**config.mk**
```make
export PLATFORM = sky130hd
export DESIGN_NAME = multi_waveform_lfo_core
export DESIGN_NICKNAME = d
export VERILOG_FILES = /design/src/rtl/core/mlfo_pkg.sv /design/src/rtl/core/mlfo_mul.sv /design/src/rtl/core/mlfo_cfg.sv /design/src/rtl/core/multi_waveform_lfo_core.sv
export VERILOG_INCLUDE_DIRS = /design/src /design/src/rtl/core
export SDC_FILE = /design/constraint.sdc
export NUM_CORES = 2
export LEC_CHECK = 0
export ABC_AREA = 1
export BUFFER_PORTS_ARGS = -buffer_cell sky130_fd_sc_hd__buf_2
export CORE_ASPECT_RATIO = 1.25
export CORE_MARGIN = 3
export CORE_UTILIZATION = 55
export CTS_BUF_LIST = sky130_fd_sc_hd__clkbuf_8
export DETAILED_ROUTE_END_ITERATION = 8
export GPL_ROUTABILITY_DRIVEN = 0
export PLACE_DENSITY = 0.71
export SYNTH_ARGS = -nofsm -noshare
export SYNTH_HDL_FRONTEND = slang
export SYNTH_SLANG_ARGS = --single-unit
```
**constraint.sdc**
```tcl
create_clock -name aclk -period 10.6 [get_ports aclk]
set_clock_uncertainty 0.1 [all_clocks]
set_input_delay 2.12 -clock aclk [delete_from_list [all_inputs] [get_ports aclk]]
set_output_delay 2.12 -clock aclk [all_outputs]
set_load 0.01 [all_outputs]
```
**src/rtl/core/multi_waveform_lfo_core_macros.svh**
```systemverilog
// assertion macros shared by the lfo core
`ifndef MULTI_WAVEFORM_LFO_CORE_MACROS_SVH
`define MULTI_WAVEFORM_LFO_CORE_MACROS_SVH

// same-cycle implication, checked outside reset
`define MLFO_ASSERT_IMP(label, ante, cons) \
    label: assert property (@(posedge aclk) disable iff (!aresetn) (ante) |-> (cons)) \
        else $error("lfo core check failed");

// next-cycle implication, checked outside reset
`define MLFO_ASSERT_NXT(label, ante, cons) \
    label: assert property (@(posedge aclk) disable iff (!aresetn) (ante) |=> (cons)) \
        else $error("lfo core check failed");

`endif

```
**src/rtl/core/mlfo_pkg.sv**
```systemverilog
// shared types and constants of the lfo core
`default_nettype none

package mlfo_pkg;

    localparam int PHASE_W   = 24;
    localparam int MAX_BLOCK = 256;
    localparam int BLEN_W    = 9;
    localparam int REM_W     = (MAX_BLOCK > 1) ? $clog2(MAX_BLOCK) : 1;
    localparam int SAMPLE_W  = 16;
    localparam int INTERP_W  = 25;
    localparam int RS_W      = 48;
    localparam int CFG_IDX_W = 3;
    localparam int MUL_W     = 26;
    localparam int PROD_W    = 2 * MUL_W;

    // lcg multiplier 0x5DEECE66D split at bit 24
    localparam logic [23:0] LCG_LO  = 24'hECE66D;
    localparam logic [10:0] LCG_HI  = 11'h5DE;
    localparam logic [RS_W-1:0] LCG_INC = 48'd11;

    // 0.225 in q16
    localparam logic [15:0] SINE_K = 16'd14746;

    localparam logic CMD_RUN     = 1'b0;
    localparam logic CMD_RESTART = 1'b1;

    typedef enum logic [2:0] {
        WAVE_SINE   = 3'd0,
        WAVE_TRI    = 3'd1,
        WAVE_SAW_UP = 3'd2,
        WAVE_SAW_DN = 3'd3,
        WAVE_SQUARE = 3'd4,
        WAVE_RANDOM = 3'd5
    } wave_t;

    typedef enum logic [CFG_IDX_W-1:0] {
        REG_WAVE        = 3'd0,
        REG_PHASE_INC   = 3'd1,
        REG_DEPTH       = 3'd2,
        REG_INTERP_STEP = 3'd3,
        REG_SEED        = 3'd4
    } reg_idx_t;

    typedef enum logic [4:0] {
        ST_LOAD,
        ST_IDLE,
        ST_DRAW0,
        ST_DRAW1,
        ST_DRAW2,
        ST_DRAW3,
        ST_SIN0,
        ST_SIN1,
        ST_SIN2,
        ST_SIN3,
        ST_RND_CHK,
        ST_RND_VAL,
        ST_DMUL,
        ST_DRES,
        ST_ADV,
        ST_OUT
    } state_t;

    typedef struct packed {
        logic [2:0]         wave;
        logic [PHASE_W-1:0] phase_inc;
        logic [15:0]        depth;
        logic [23:0]        interp_step;
        logic [RS_W-1:0]    seed;
        logic               seed_load;
    } cfg_t;

endpackage

`default_nettype wire

```
**src/rtl/core/mlfo_mul.sv**
```systemverilog
// shared signed multiplier with registered product
`default_nettype none

module mlfo_mul (
    input  wire logic                                 aclk,
    input  wire logic                                 en,
    input  wire logic signed [mlfo_pkg::MUL_W-1:0]    a,
    input  wire logic signed [mlfo_pkg::MUL_W-1:0]    b,
    output logic signed [mlfo_pkg::PROD_W-1:0]        prod
);

    // product register, loaded when an operation is issued
    always_ff @(posedge aclk) begin
        if (en) begin
            prod <= a * b;
        end
    end

endmodule

`default_nettype wire

```
**src/rtl/core/mlfo_cfg.sv**
```systemverilog
// configuration register file of the lfo core
`default_nettype none

module mlfo_cfg (
    input  wire logic                              aclk,
    input  wire logic                              aresetn,
    input  wire logic                              idle,
    input  wire logic                              cfg_valid,
    output logic                                   cfg_ready,
    input  wire logic [mlfo_pkg::CFG_IDX_W-1:0]    cfg_index,
    input  wire logic [mlfo_pkg::RS_W-1:0]         cfg_data,
    output mlfo_pkg::cfg_t                         cfg
);

    logic [2:0]                   wave_reg;
    logic [mlfo_pkg::PHASE_W-1:0] inc_reg;
    logic [15:0]                  depth_reg;
    logic [23:0]                  step_reg;
    logic [mlfo_pkg::RS_W-1:0]    seed_reg;
    logic                         seed_load_reg;
    logic                         wr;

    assign cfg_ready = idle;
    assign wr        = cfg_valid && cfg_ready;

    // register writes, seed write flags a reload of the generator
    always_ff @(posedge aclk) begin
        if (!aresetn) begin
            wave_reg      <= 3'd0;
            inc_reg       <= mlfo_pkg::PHASE_W'(1000);
            depth_reg     <= 16'd32768;
            step_reg      <= 24'hFFFFFF;
            seed_reg      <= mlfo_pkg::RS_W'(1);
            seed_load_reg <= 1'b0;
        end else begin
            seed_load_reg <= 1'b0;
            if (wr) begin
                case (cfg_index)
                    mlfo_pkg::REG_WAVE:        wave_reg  <= cfg_data[2:0];
                    mlfo_pkg::REG_PHASE_INC:   inc_reg   <= cfg_data[mlfo_pkg::PHASE_W-1:0];
                    mlfo_pkg::REG_DEPTH:       depth_reg <= cfg_data[15:0];
                    mlfo_pkg::REG_INTERP_STEP: step_reg  <= cfg_data[23:0];
                    mlfo_pkg::REG_SEED: begin
                        seed_reg      <= cfg_data;
                        seed_load_reg <= 1'b1;
                    end
                    default: ;
                endcase
            end
        end
    end

    assign cfg.wave        = wave_reg;
    assign cfg.phase_inc   = inc_reg;
    assign cfg.depth       = depth_reg;
    assign cfg.interp_step = step_reg;
    assign cfg.seed        = seed_reg;
    assign cfg.seed_load   = seed_load_reg;

endmodule

`default_nettype wire

```
**src/rtl/core/multi_waveform_lfo_core.sv**
```systemverilog
// lfo core: sequencer and datapath around one shared multiplier
// run beat: accept in ST_IDLE, then ST_SIN0..3 for sine, ST_RND_CHK (and ST_RND_VAL) for smoothed random,
//   ST_DMUL and ST_DRES for depth scaling, ST_ADV for each further sample (block_length - 1), then ST_OUT
// every random draw runs the 48-bit lcg in 3 partial products, in ST_DRAW0 to ST_DRAW3
// restart beat: two draws, then the result; one item in flight at a time
// reset: phase and interpolation cleared, seed 1 loaded and drawn twice before ready
// a seed write reloads the generator the same way and blocks input until both draws are done
`default_nettype none

`include "multi_waveform_lfo_core_macros.svh"

module multi_waveform_lfo_core (
    input  wire logic                                 aclk,
    input  wire logic                                 aresetn,
    input  wire logic                                 s_valid,
    output logic                                      s_ready,
    input  wire logic                                 s_command,
    input  wire logic [mlfo_pkg::BLEN_W-1:0]          s_block_length,
    output logic                                      m_valid,
    input  wire logic                                 m_ready,
    output logic signed [mlfo_pkg::SAMPLE_W-1:0]      m_lfo_value,
    input  wire logic                                 cfg_valid,
    output logic                                      cfg_ready,
    input  wire logic [mlfo_pkg::CFG_IDX_W-1:0]       cfg_index,
    input  wire logic [mlfo_pkg::RS_W-1:0]            cfg_data
);

    mlfo_pkg::cfg_t cfg;

    mlfo_pkg::state_t state_reg, state_next;
    mlfo_pkg::state_t ret_reg, ret_next;
    logic                                  pair_reg, pair_next;
    logic                                  dcnt_reg, dcnt_next;
    logic [mlfo_pkg::PHASE_W-1:0]          phase_reg, phase_next;
    logic [mlfo_pkg::INTERP_W-1:0]         interp_reg, interp_next;
    logic [mlfo_pkg::REM_W-1:0]            rem_reg, rem_next;
    logic [mlfo_pkg::RS_W-1:0]             rs_reg, rs_next;
    logic [mlfo_pkg::RS_W-1:0]             acc_reg, acc_next;
    logic signed [15:0]                    start_reg, start_next;
    logic signed [15:0]                    target_reg, target_next;
    logic signed [16:0]                    w_reg, w_next;
    logic [15:0]                           m_reg, m_next;
    logic                                  pos_reg, pos_next;
    logic signed [mlfo_pkg::SAMPLE_W-1:0]  out_reg, out_next;

    logic                                  idle;
    logic                                  restart_beat;
    logic                                  mul_en;
    logic signed [mlfo_pkg::MUL_W-1:0]     mul_a, mul_b;
    logic signed [mlfo_pkg::PROD_W-1:0]    prod;

    // comb temporaries
    logic [mlfo_pkg::RS_W-1:0]             new_rs;
    logic signed [15:0]                    new_val;
    logic [23:0]                           sin_a;
    logic [24:0]                           sin_b;
    logic                                  sin_pos;
    logic [15:0]                           sin_t;
    logic [28:0]                           sin_rnd;
    logic [15:0]                           sin_mag;
    logic signed [16:0]                    rnd_diff;
    logic signed [17:0]                    rnd_sum;
    logic signed [32:0]                    scaled;
    logic                                  draw_due;

    mlfo_cfg u_cfg (
        .aclk      (aclk),
        .aresetn   (aresetn),
        .idle      (idle),
        .cfg_valid (cfg_valid),
        .cfg_ready (cfg_ready),
        .cfg_index (cfg_index),
        .cfg_data  (cfg_data),
        .cfg       (cfg)
    );

    mlfo_mul u_mul (
        .aclk (aclk),
        .en   (mul_en),
        .a    (mul_a),
        .b    (mul_b),
        .prod (prod)
    );

    // waveforms that need no multiply
    function automatic logic signed [16:0] simple_wave(
        input logic [mlfo_pkg::PHASE_W-1:0] q,
        input logic [2:0]                   wave
    );
        logic [23:0]        d;
        logic signed [17:0] v;
        begin
            d = 24'd0;
            v = 18'sd0;
            case (wave)
                mlfo_pkg::WAVE_TRI: begin
                    if (q < 24'h400000) begin
                        v = $signed({1'b0, q[23:7]});
                    end else if (q < 24'hC00000) begin
                        d = q - 24'h400000;
                        v = 18'sd32768 - $signed({1'b0, d[23:7]});
                    end else begin
                        d = q - 24'hC00000;
                        v = $signed({1'b0, d[23:7]}) - 18'sd32768;
                    end
                end
                mlfo_pkg::WAVE_SAW_UP: v = $signed({2'b0, q[23:8]}) - 18'sd32768;
                mlfo_pkg::WAVE_SAW_DN: v = 18'sd32768 - $signed({2'b0, q[23:8]});
                mlfo_pkg::WAVE_SQUARE: v = (q < 24'h800000) ? 18'sd32768 : -18'sd32768;
                default:               v = 18'sd0;
            endcase
            simple_wave = v[16:0];
        end
    endfunction

    assign idle    = (state_reg == mlfo_pkg::ST_IDLE) && !cfg.seed_load;
    assign s_ready = idle;
    assign m_valid = (state_reg == mlfo_pkg::ST_OUT);
    assign m_lfo_value = out_reg;

    // control registers
    always_ff @(posedge aclk) begin
        if (!aresetn) begin
            state_reg  <= mlfo_pkg::ST_LOAD;
            ret_reg    <= mlfo_pkg::ST_IDLE;
            pair_reg   <= 1'b0;
            dcnt_reg   <= 1'b0;
            phase_reg  <= '0;
            interp_reg <= '0;
            rem_reg    <= '0;
        end else begin
            state_reg  <= state_next;
            ret_reg    <= ret_next;
            pair_reg   <= pair_next;
            dcnt_reg   <= dcnt_next;
            phase_reg  <= phase_next;
            interp_reg <= interp_next;
            rem_reg    <= rem_next;
        end
    end

    // datapath registers
    always_ff @(posedge aclk) begin
        rs_reg     <= rs_next;
        acc_reg    <= acc_next;
        start_reg  <= start_next;
        target_reg <= target_next;
        w_reg      <= w_next;
        m_reg      <= m_next;
        pos_reg    <= pos_next;
        out_reg    <= out_next;
    end

    // sequencer: next state, operand selection and datapath updates
    always_comb begin
        state_next  = state_reg;
        ret_next    = ret_reg;
        pair_next   = pair_reg;
        dcnt_next   = dcnt_reg;
        phase_next  = phase_reg;
        interp_next = interp_reg;
        rem_next    = rem_reg;
        rs_next     = rs_reg;
        acc_next    = acc_reg;
        start_next  = start_reg;
        target_next = target_reg;
        w_next      = w_reg;
        m_next      = m_reg;
        pos_next    = pos_reg;
        out_next    = out_reg;
        mul_en      = 1'b0;
        mul_a       = '0;
        mul_b       = '0;

        new_rs   = acc_reg + {prod[23:0], 24'd0};
        new_val  = $signed({~new_rs[47], new_rs[46:32]});
        sin_pos  = (phase_reg <= 24'h800000);
        sin_a    = sin_pos ? (24'h800000 - phase_reg) : (phase_reg - 24'h800000);
        sin_b    = 25'h1000000 - {sin_a, 1'b0};
        sin_t    = m_reg - prod[30:15];
        sin_rnd  = prod[28:0] + 29'd32768;
        sin_mag  = m_reg - {3'd0, sin_rnd[28:16]};
        rnd_diff = $signed({target_reg[15], target_reg}) - $signed({start_reg[15], start_reg});
        rnd_sum  = $signed({{2{start_reg[15]}}, start_reg}) + $signed(prod[41:24]);
        scaled   = $signed(prod[47:15]);
        draw_due = (phase_reg < cfg.phase_inc) && interp_reg[24];

        case (state_reg)
            // load generator from seed register, then draw start and target
            mlfo_pkg::ST_LOAD: begin
                rs_next    = cfg.seed;
                pair_next  = 1'b1;
                dcnt_next  = 1'b0;
                ret_next   = mlfo_pkg::ST_IDLE;
                state_next = mlfo_pkg::ST_DRAW0;
            end
            mlfo_pkg::ST_IDLE: begin
                if (cfg.seed_load) begin
                    state_next = mlfo_pkg::ST_LOAD;
                end else if (s_valid) begin
                    if (s_command == mlfo_pkg::CMD_RESTART) begin
                        phase_next  = '0;
                        interp_next = '0;
                        out_next    = '0;
                        pair_next   = 1'b1;
                        dcnt_next   = 1'b0;
                        ret_next    = mlfo_pkg::ST_OUT;
                        state_next  = mlfo_pkg::ST_DRAW0;
                    end else if (s_block_length == '0) begin
                        out_next   = '0;
                        state_next = mlfo_pkg::ST_OUT;
                    end else begin
                        if (int'(s_block_length) > mlfo_pkg::MAX_BLOCK) begin
                            rem_next = mlfo_pkg::REM_W'(mlfo_pkg::MAX_BLOCK - 1);
                        end else begin
                            rem_next = mlfo_pkg::REM_W'(s_block_length
                                                        - mlfo_pkg::BLEN_W'(1));
                        end
                        w_next = simple_wave(phase_reg, cfg.wave);
                        case (cfg.wave)
                            mlfo_pkg::WAVE_SINE:   state_next = mlfo_pkg::ST_SIN0;
                            mlfo_pkg::WAVE_RANDOM: state_next = mlfo_pkg::ST_RND_CHK;
                            default:               state_next = mlfo_pkg::ST_DMUL;
                        endcase
                    end
                end
            end
            // lcg step: low x low, high x low, low x high, mod 2^48
            mlfo_pkg::ST_DRAW0: begin
                mul_en     = 1'b1;
                mul_a      = $signed({2'b0, rs_reg[23:0]});
                mul_b      = $signed({2'b0, mlfo_pkg::LCG_LO});
                state_next = mlfo_pkg::ST_DRAW1;
            end
            mlfo_pkg::ST_DRAW1: begin
                mul_en     = 1'b1;
                mul_a      = $signed({2'b0, rs_reg[47:24]});
                mul_b      = $signed({2'b0, mlfo_pkg::LCG_LO});
                acc_next   = prod[47:0] + mlfo_pkg::LCG_INC;
                state_next = mlfo_pkg::ST_DRAW2;
            end
            mlfo_pkg::ST_DRAW2: begin
                mul_en     = 1'b1;
                mul_a      = $signed({2'b0, rs_reg[23:0]});
                mul_b      = $signed({15'b0, mlfo_pkg::LCG_HI});
                acc_next   = acc_reg + {prod[23:0], 24'd0};
                state_next = mlfo_pkg::ST_DRAW3;
            end
            mlfo_pkg::ST_DRAW3: begin
                rs_next = new_rs;
                if (pair_reg) begin
                    if (!dcnt_reg) begin
                        start_next = new_val;
                        dcnt_next  = 1'b1;
                        state_next = mlfo_pkg::ST_DRAW0;
                    end else begin
                        target_next = new_val;
                        state_next  = ret_reg;
                    end
                end else begin
                    start_next  = target_reg;
                    target_next = new_val;
                    interp_next = '0;
                    state_next  = ret_reg;
                end
            end
            // parabolic sine: m = a(1-2a), then m - 0.225(m - m^2)
            mlfo_pkg::ST_SIN0: begin
                mul_en     = 1'b1;
                mul_a      = $signed({2'b0, sin_a});
                mul_b      = $signed({1'b0, sin_b});
                pos_next   = sin_pos;
                state_next = mlfo_pkg::ST_SIN1;
            end
            mlfo_pkg::ST_SIN1: begin
                mul_en     = 1'b1;
                mul_a      = $signed({10'b0, prod[45:30]});
                mul_b      = $signed({10'b0, prod[45:30]});
                m_next     = prod[45:30];
                state_next = mlfo_pkg::ST_SIN2;
            end
            mlfo_pkg::ST_SIN2: begin
                mul_en     = 1'b1;
                mul_a      = $signed({10'b0, sin_t});
                mul_b      = $signed({10'b0, mlfo_pkg::SINE_K});
                state_next = mlfo_pkg::ST_SIN3;
            end
            mlfo_pkg::ST_SIN3: begin
                w_next     = pos_reg ? $signed({1'b0, sin_mag}) : -$signed({1'b0, sin_mag});
                state_next = mlfo_pkg::ST_DMUL;
            end
            // smoothed random: new target on wrap, then interpolate
            mlfo_pkg::ST_RND_CHK: begin
                if (draw_due) begin
                    pair_next  = 1'b0;
                    ret_next   = mlfo_pkg::ST_RND_CHK;
                    state_next = mlfo_pkg::ST_DRAW0;
                end else if (!interp_reg[24]) begin
                    mul_en     = 1'b1;
                    mul_a      = $signed({{9{rnd_diff[16]}}, rnd_diff});
                    mul_b      = $signed({2'b0, interp_reg[23:0]});
                    state_next = mlfo_pkg::ST_RND_VAL;
                end else begin
                    w_next     = $signed({target_reg[15], target_reg});
                    state_next = mlfo_pkg::ST_DMUL;
                end
            end
            mlfo_pkg::ST_RND_VAL: begin
                w_next      = rnd_sum[16:0];
                interp_next = interp_reg + {1'b0, cfg.interp_step};
                state_next  = mlfo_pkg::ST_DMUL;
            end
            // depth scaling of the first sample, phase moves on
            mlfo_pkg::ST_DMUL: begin
                mul_en     = 1'b1;
                mul_a      = $signed({{9{w_reg[16]}}, w_reg});
                mul_b      = $signed({10'b0, cfg.depth});
                phase_next = phase_reg + cfg.phase_inc;
                state_next = mlfo_pkg::ST_DRES;
            end
            mlfo_pkg::ST_DRES: begin
                if (scaled > 33'sd32767) begin
                    out_next = 16'sh7FFF;
                end else if (scaled < -33'sd32768) begin
                    out_next = 16'sh8000;
                end else begin
                    out_next = scaled[15:0];
                end
                state_next = mlfo_pkg::ST_ADV;
            end
            // remaining samples of the block, one per cycle unless a random draw holds them
            mlfo_pkg::ST_ADV: begin
                if (rem_reg == '0) begin
                    state_next = mlfo_pkg::ST_OUT;
                end else if ((cfg.wave == mlfo_pkg::WAVE_RANDOM) && draw_due) begin
                    pair_next  = 1'b0;
                    ret_next   = mlfo_pkg::ST_ADV;
                    state_next = mlfo_pkg::ST_DRAW0;
                end else begin
                    if ((cfg.wave == mlfo_pkg::WAVE_RANDOM) && !interp_reg[24]) begin
                        interp_next = interp_reg + {1'b0, cfg.interp_step};
                    end
                    phase_next = phase_reg + cfg.phase_inc;
                    rem_next   = rem_reg - mlfo_pkg::REM_W'(1);
                end
            end
            mlfo_pkg::ST_OUT: begin
                if (m_ready) begin
                    state_next = mlfo_pkg::ST_IDLE;
                end
            end
            default: begin
                state_next = mlfo_pkg::ST_IDLE;
            end
        endcase
    end

    // checks
    assign restart_beat = s_valid && s_ready && (s_command == mlfo_pkg::CMD_RESTART);

    `MLFO_ASSERT_IMP(a_in_out_excl, s_ready, !m_valid)
    `MLFO_ASSERT_NXT(a_restart_clears, restart_beat, (phase_reg == '0) && (interp_reg == '0))
    `MLFO_ASSERT_NXT(a_ready_after_beat, m_valid && m_ready, s_ready)

endmodule

`default_nettype wire
```
==> flow_summary.yaml <==
global_route:
  grt_pass1_vias: 45438
  grt_pass1_wl_microns: 270700
  antenna_found_initial: 9
  grt_usage: 0.3873
  grt_max_degree: 85
  overflow: 0
setup_path:
  cpMostUsedCell: "inv_1"
  worstSetupPathType: "register to register"
  worst_setup_path_end_kind: "register"
  critPathMaxStageDelay_ns: 0.89
  path_max_fanout: 31
  timing.rr.start: "phase_reg[7]"
  critPathRequiredTime_ns: 10.96
  cp_slowest_cell: "fa_1"
  crit_cells: 33
  r2r_slack_ns: 0.44
  crit_family: "adder cells"
  r2r_cells: 33
  reg2reg_to: "u_mul.prod[47]"
  start_kind: "register"
  arrival_ns: 10.52
  crit_buf_inv: 9
clock_tree:
  numCtsBuffers: 69
  ctsRootBufferMaster: "clkbuf_8"
  clock_latency_ns: 0.78
  clock-sinks: 408
  cts_hold_buf: 0
  cts_tree: "done"
  clock_path_buffers: 3
  clk_pin_slew_ns: 0.06
  h-tree-depth: 3
finish:
  n_fill_cell: 8109
  syn_to_final_growth_pct: 7.733
  final_cells: 7808
  final_area_sq_mm: 0.05367
  fin_util: 0.6020
  multi_input_area_sq_mm: 0.03355
  drive_above_1_share: 0.06748
  ff_latch_area_sq_mm: 0.01043
  nets: 7583
drt:
  num_vias: 45816
  drc: 0
  wl_microns: 181000
  drt_pass1_iterations: 7
  drtIter0Drc: 5597
  wl_per_cell_microns: 23.19
  drt-vias-per-instance: 5.868
  ant_nets: 0
logic_synthesis:
  synth_seq_cells: 408
  synthesis.instances: 6452
  yosysWarningCount: 0
  ys_dominant_reg_cell: "edfxtp_1"
  syn_area_per_cell_sq_um: 7.721
  yosysTopAreaCell: "fa_1"
  synthTopCellsByArea: "fa_1 (26%), edfxtp_1 (14%), nand2_1 (10%), inv_1 (10%), ha_1 (7.7%)"
  yosysUniqueCellTypes: 70
  synth_area_sq_mm: 0.04982
  synth_edf_count: 226
  yosys.area.top_type_share: 0.2584
  yosysSeqAreaShare: 0.2094
  async_flop_share: 0
sta:
  worstMarginPinSlew_ns: 1.364
  min_period_ns: 10.16
  fin_tns_setup_ns: 0
  slew_headroom: 0.09036
  final_max_slew_viol_count: 0
  min_period_over_period: 0.9582
  final_hold_viol_count: 0
  setup_viol: 0
  fmax_ghz: 0.09846
floorplanning:
  core-area_sq_mm: 0.08915
  pin_count: 85
  die_w_microns: 275.2
  dieArea_sq_mm: 0.09425
  chipHeight_microns: 342.5
  row_count: 122
  initial_utilization: 0.5588
place:
  place_area_sq_mm: 0.05209
  dp.cells: 7673
  numPortBuffers: 84
  post-dp-hpwl_microns: 145200
min_path:
  min_to: "ret_reg[2]"
  hold_depth: 2
  holdCritPathClass: "register to register"
  min-delay-start: "ret_reg[2]"
run:
  cap_viol_max_count: 0
run_status:
  status: "complete, no violations"
==> per-stage QoR <==
step | hold WS [ns] | setup slack [ns]
3_5_place_dp | 0.3467 | 0.4622
5_1_grt | 0.3774 | -0.02698
4_1_cts | 0.3552 | 0.4761
2_1_floorplan | 0.3241 | 1.698
6_report | 0.3550 | 0.4434
3_3_place_gp | 0.3385 | 0.6635
==> synthesized netlist by cell type (10+ instances only) <==
master	n
a211oi_1	14
a21o_1	14
a21oi_1	367
a221oi_1	22
a22oi_1	12
a31oi_1	18
buf_2	26
clkbuf_1	153
clkinv_1	17
dfxtp_1	182
edfxtp_1	226
fa_1	643
ha_1	306
inv_1	1340
inv_2	10
nand2_1	1366
nand2_2	31
nand3_1	208
nand4_1	35
nor2_1	642
nor2_2	10
nor3_1	83
nor4_1	15
o2111ai_1	21
o211ai_1	20
o21a_1	12
o21ai_0	344
o21bai_1	16
or2_2	24
xnor2_1	56
xor2_1	106
==> metal layers <==
metal,track usage,up-vias,wire length [microns]
met1,0.4471,21711,60890
met4,0.3269,0,19810
met5,0,-,0
met2,0.6073,2913,79960
li1,-,20289,-
met3,0.09161,903,20380
==> kinds of logic (layout without fill, tap and decap cells) <==
kind of cell | Yosys count | count (layout) | share of synthesized area
buffers and inverters | 1562 | 1725 | 0.1196
other | 1 | 16 | 0.00007528
and+or+nand+nor | 2444 | 2444 | 0.2008
AOI/OAI and AO/OA | 926 | 926 | 0.1064
DFF | 408 | 408 | 0.2094
xor gates and xnor gates | 162 | 162 | 0.02848
adders and majority gates | 949 | 949 | 0.3353
==> placed cells by master (no fill, tap or decap), types with 18 or more instances in the layout <==
cell          n
a21oi_1     366
a221oi_1     22
a31oi_1      18
buf_2        83
buf_4       147
clkbuf_8     76
clkinv_1     26
dfxtp_1     182
edfxtp_1    226
fa_1        642
ha_1        306
inv_1      1357
nand2_1    1364
nand2_2      33
nand3_1     207
nand4_1      35
nor2_1      635
nor3_1       81
o2111ai_1    20
o211ai_1     20
o21ai_0     343
or2_2        24
xnor2_1      56
xor2_1      106
==> worst max path at each step <==
stage | slack, ns | to | startpoint
3_5_place_dp | 0.46 | u_mul.prod[43] | phase_reg[7]
5_1_grt | -0.03 | u_mul.prod[45] | phase_reg[7]
3_3_place_gp | 0.66 | u_mul.prod[43] | phase_reg[7]
6_report | 0.44 | u_mul.prod[47] | phase_reg[7]
2_1_floorplan | 1.70 | u_mul.prod[43] | state_reg[2]
4_1_cts | 0.48 | u_mul.prod[43] | phase_reg[7]
==> area by class of cell <==
type | instances | area share
clock inverter | 51 | 0.009046
multi-input combinational | 4491 | 0.6252
timing repair buffer | 231 | 0.02851
tap | 1178 | 0.02746
clock buffer | 76 | 0.01949
inverter | 1367 | 0.09568
antenna | 6 | 0.0002798
sequential | 408 | 0.1943
==> tightest hold or removal path, stage by stage (launching register included) <==
cell and delay [ns]:
dfxtp_1 0.31, inv_1 0.05, a21oi_1 0.05
==> what timing repair did <==
| action | CTS | global route |
|---|---|---|
| setup buffers | 0 | 2 |
| setup endpoints to repair | 0 | 6 |
| resized for setup | 0 | 5 |
Power is not shown: default switching activity piles up to over one toggle a cycle in this logic, so the estimate is an artifact.
